**src/sv/btpc_pkg.sv**
```systemverilog
// Package: shared types, constants and helpers for the baro compensation block.
`default_nettype none
package btpc_pkg;
    localparam int unsigned RAW_W  = 20;
    localparam int unsigned CAL_W  = 16;
    localparam int unsigned WIDE_W = 64;
    localparam int unsigned WORD_W = 32;
    localparam int unsigned IDX_W  = 3;
    localparam int unsigned QUEUE_DEPTH = 4;

    localparam logic [IDX_W-1:0] REG_T1 = 3'd0;
    localparam logic [IDX_W-1:0] REG_T2 = 3'd1;
    localparam logic [IDX_W-1:0] REG_T3 = 3'd2;
    localparam logic [IDX_W-1:0] REG_P1 = 3'd3;
    localparam logic [IDX_W-1:0] REG_P25 = 3'd4;
    localparam logic [IDX_W-1:0] REG_P69 = 3'd5;

    localparam logic [31:0] C_64000   = 32'd64000;
    localparam logic [31:0] C_32768   = 32'd32768;
    localparam logic [31:0] C_1048576 = 32'd1048576;
    localparam logic [31:0] C_3125    = 32'd3125;
    localparam logic [31:0] C_128     = 32'd128;
    localparam logic [31:0] C_MSB     = 32'h8000_0000;

    typedef logic [31:0] word_t;

    typedef struct packed {
        word_t t1, t2, t3, p1, p2, p3, p4, p5, p6, p7, p8, p9;
    } cal_t;

    // front-end classified item handed to the back end
    typedef struct packed {
        word_t temp;
        word_t fine;
        word_t num;
        word_t den;
        logic  dz;
    } front_t;

    function automatic word_t sx16(input logic [15:0] v);
        sx16 = {{16{v[15]}}, v};
    endfunction

    function automatic word_t mul(input word_t a, input word_t b);
        logic [63:0] f;
        f = a * b;
        mul = f[31:0];
    endfunction

    // arithmetic right shift of a 32-bit two's complement word
    function automatic word_t asr(input word_t x, input int unsigned n);
        asr = word_t'($signed(x) >>> n);
    endfunction
endpackage
`default_nettype wire

```
**src/sv/btpc_fifo.sv**
```systemverilog
// Short queue between front and back ends.
`default_nettype none
module btpc_fifo #(
    parameter int unsigned DEPTH = btpc_pkg::QUEUE_DEPTH
) (
    input  wire logic             aclk,
    input  wire logic             aresetn,
    input  wire logic             in_valid,
    output logic                  in_ready,
    input  wire btpc_pkg::front_t in_item,
    output logic                  out_valid,
    input  wire logic             out_ready,
    output btpc_pkg::front_t      out_item
);
    import btpc_pkg::*;
    localparam int unsigned AW = (DEPTH > 1) ? $clog2(DEPTH) : 1;

    front_t mem_reg [DEPTH];
    logic [AW-1:0] wp_reg, wp_next, rp_reg, rp_next;
    logic [AW:0]   cnt_reg, cnt_next;
    logic push, pop;

    assign in_ready  = (cnt_reg != (AW+1)'(DEPTH));
    assign out_valid = (cnt_reg != '0);
    assign out_item  = mem_reg[rp_reg];
    assign push = in_valid && in_ready;
    assign pop  = out_valid && out_ready;

    always_comb begin
        wp_next  = wp_reg;
        rp_next  = rp_reg;
        cnt_next = cnt_reg;
        if (push) begin
            wp_next = (wp_reg == AW'(DEPTH-1)) ? '0 : wp_reg + 1'b1;
        end
        if (pop) begin
            rp_next = (rp_reg == AW'(DEPTH-1)) ? '0 : rp_reg + 1'b1;
        end
        if (push && !pop) begin
            cnt_next = cnt_reg + 1'b1;
        end else if (pop && !push) begin
            cnt_next = cnt_reg - 1'b1;
        end
    end

    always_ff @(posedge aclk) begin
        if (!aresetn) begin
            wp_reg  <= '0;
            rp_reg  <= '0;
            cnt_reg <= '0;
        end else begin
            wp_reg  <= wp_next;
            rp_reg  <= rp_next;
            cnt_reg <= cnt_next;
        end
        if (push) begin
            mem_reg[wp_reg] <= in_item;
        end
    end
endmodule
`default_nettype wire

```
**config.mk**
```make
export PLATFORM = sky130hd
export DESIGN_NAME = btpc_fifo
export DESIGN_NICKNAME = d
export VERILOG_FILES = /design/src/sv/btpc_pkg.sv /design/src/sv/btpc_fifo.sv
export SDC_FILE = /design/constraint.sdc
export NUM_CORES = 1
export LEC_CHECK = 0
export BUFFER_PORTS_ARGS = -buffer_cell sky130_fd_sc_hd__buf_2
export CORE_ASPECT_RATIO = 0.7
export CORE_MARGIN = 2
export CORE_UTILIZATION = 50
export CTS_CLUSTER_DIAMETER = 150
export DETAILED_ROUTE_END_ITERATION = 10
export GPL_TIMING_DRIVEN = 0
export PLACE_DENSITY = 0.78
export SETUP_SLACK_MARGIN = 0.02
export SLEW_MARGIN = 30
export SYNTH_ARGS = -nofsm -noshare
export SYNTH_HDL_FRONTEND = slang
export SYNTH_SLANG_ARGS = --single-unit
```
**constraint.sdc**
```tcl
create_clock -name aclk -period 3.5 [get_ports aclk]
set_input_delay 0.7 -clock aclk [delete_from_list [all_inputs] [get_ports aclk]]
set_output_delay 0.7 -clock aclk [all_outputs]
set_load 0.02 [all_outputs]
```
==> qor.yml <==
detailed_routing:
  dr.pass1.iters: 5
  drc: 0
  vias: 8646
  ant_nets: 0
  viasPerCell: 5.49
  wl_per_cell_um: 23.0
  drtIter0Drc: 579
  routed_wl_mm: 36.2
yosys:
  synth_cells: 724
  yosysTopAreaCell: "edfxtp_1"
  async_flop_share_pct: 0
  post-synth-top-count-cell: "edfxtp_1"
  yosys_warnings: 0
  yosysUniqueCellTypes: 27
  synth_nets: 864
  synth_commonest_cells: "516 x edfxtp_1, 129 x mux4_2, 13 x buf_2"
  synthFlopType: "edfxtp_1"
  ys_top_cells_by_area: "edfxtp_1 81%, mux4_2 15%, dfxtp_1 0.94%, buf_6 0.71%, ha_1 0.39%"
  syn_area_per_cell_sq_um: 26.4
  synth-edff-count: 516
  synth_seq_cells: 525
  synth_top_area_share_pct: 81.1
  synth.cell_area_sq_mm: 0.0191
  synth_seq_area_share_pct: 82.1
global_route:
  grt_pass1_wl_mm: 54.7
  grt_max_degree: 43
  antenna_found_initial: 8
  grt_pass1_vias: 9194
  gr-total-overflow: 0
  grt_usage_pct: 18.4
pwr:
  pwr-share-clk_pct: 29.6
  powerDensity_mw_per_mm2: 737
  p_sw_share_pct: 27.8
  seq_power_share_pct: 46.1
  total_power_mw: 16.8
  power.leakage_nw: 7.65
  switching_power_mw: 4.68
  p_comb_share_pct: 24.2
  internal_power_mw: 12.1
  ir_drop_v: 0.000532
die:
  design.die.area_sq_mm: 0.0398
  initial_core_util_pct: 51.0
  die-height_um: 168
  die_w_um: 238
  rows: 59
  core_area_sq_mm: 0.0374
  ios: 264
hold_path:
  min_to: "mem_reg[1][7]$_DFFE_PP_"
  holdPathStages: 1
  hp-class: "input port to flop"
  hp-start: "in_item[7]"
timing:
  slew_headroom_pct: 40.6
  setup_tns_ns: 0
  fmax_ghz: 0.303
  hold_ws_ns: 0.352
  setup_ws_ns: 0.195
  final_max_slew_viol_count: 0
  hold_viol: 0
  fin_crit_ns: 3.30
  finClkSkew_ns: 0.0140
  period_share_pct: 94.4
  worst-slew-pin-transition_ns: 0.891
  rsz0062_at_grt: "no"
  setup_violations: 0
worst_setup_path:
  rrSetupSlack_ns: 0.97
  worst-path-buf-inv: 3
  r2r-end: "cnt_reg[2]$_SDFFE_PN0P_"
  rr_worst_depth: 7
  path_max_fanout: 10
  arrival_ns: 2.60
  cp_slowest_cell: "clkbuf_1"
  path_cells: "clkbuf_1 > buf_2 > mux4_2 > buf_2"
  critPathKind: "flop to output port"
  cp_top_family: "buffers and inverters"
  worstPathRequired_ns: 2.80
  critical_path.max_stage_delay_ns: 0.68
  end_kind: "output port"
  cp-start-kind: "flop"
  timing.rr.start: "cnt_reg[1]$_SDFFE_PN0P_"
  cp_common_cell: "buf_2"
clock_network:
  cts.sinks: 525
  cts_buffer_depth: 3
  htreeDepth: 2
  path_clk_slew_ns: 0.06
  clk_latency_ns: 0.56
  cts_tree: "built"
  cts_hold_buf: 0
  root_buffer: "clkbuf_16"
  cts-buffers-inserted: 48
  post_cts_buffers: 0
  cts_resized: 0
place:
  dp_hpwl_mm: 23.3
  gp_congestion: 0.718
  dp_slack_ns: 0.632
  portBuffers: 263
layout:
  nets: 1189
  fillers: 2566
  syn2layout_area_growth_pct: 19.5
  drive_gt1_share_pct: 46.4
  largest_reg_flops: 516
run:
  drv_cap: 0
outcome:
  outcome: "finished, final reports clean"
[power by group through the flow]
stage	clock [mW]	sequential [mW]	combinational [mW]
floorplan	0	7.88	2.75
global placement	0	7.94	4.00
detailed placement	0	7.90	4.16
CTS	5.11	7.77	4.18
global route	5.36	7.81	4.38
finish	4.98	7.76	4.08
[layout make-up]
| class | count | area (sq um) | area share [%] |
|---|---|---|---|
| sequential | 525 | 15700 | 68.7 |
| multi-input combinational | 166 | 3210 | 14.0 |
| timing repair buffer | 275 | 1590 | 6.98 |
| clock buffer | 59 | 1280 | 5.63 |
| tap | 488 | 611 | 2.67 |
| buffer | 30 | 226 | 0.992 |
| clock inverter | 27 | 216 | 0.948 |
| inverter | 3 | 11.3 | 0.0493 |
| antenna | 3 | 7.51 | 0.0329 |
[layer usage]
| metal | up-vias | part of all wire [%] | track usage (%) |
|---|---|---|---|
| met2 | 266 | 49 | 30.3 |
| met5 | - | 0.11 | 0 |
| met4 | 6 | 1.5 | 3.88 |
| met1 | 4514 | 41 | 24.9 |
| met3 | 58 | 7.9 | 5.36 |
| li1 | 3802 | - | - |
[worst max path at each step]
stage | from | to | depth (start not counted)
after detailed placement | flop | out_item[99] | 4
after global routing | flop | out_item[99] | 4
after floorplan | in_valid | mem_reg[2][0]$_DFFE_PP_ | 1
after global placement | in_valid | mem_reg[1][36]$_DFFE_PP_ | 2
final | flop | out_item[99] | 4
after CTS | flop | out_item[99] | 4
[cell usage in the layout (no fill, tap or decap)]
cell	n
a21boi_0	1
and2_1	1
and2_4	1
and3_4	4
buf_12	7
buf_16	5
buf_2	276
buf_4	2
buf_6	12
bufinv_16	3
clkbuf_1	12
clkbuf_16	50
clkinv_1	12
clkinv_2	7
clkinv_8	1
clkinvlp_4	4
dfxtp_1	9
diode_2	3
edfxtp_1	516
fa_1	1
ha_1	6
inv_1	3
mux2i_1	2
mux4_2	129
nand2_1	5
nand3_1	2
nand4_1	1
nor2_1	2
nor2b_1	1
o21ai_0	3
o21ai_1	1
o31ai_1	1
or3_2	2
or3b_1	1
xnor2_1	1
xor2_1	1
[cells by family (layout without fill, tap and decap cells)]
kind of cell	count (synthesis)	after routing	share of synthesized area [%]
AO/OA/AOI/OAI	6	6	0.183
multiplexers	131	131	15.3
other	0	3	0
XOR/XNOR	2	2	0.0917
AND/OR/NAND/NOR	20	20	0.616
flip-flops	525	525	82.1
adder cells (fa/ha/maj)	7	7	0.498
buffers and inverters	33	394	1.24
[stage by stage]
step	cells	utilization [%]	area (sq um)
global route	1573	61.0	22800
floorplan	724	-	19100
CTS	1573	61.0	22800
finish	1576	61.0	22800
global placement	1475	56.2	21000
detailed placement	1487	57.0	21300
(Power assumes the default switching activity.)
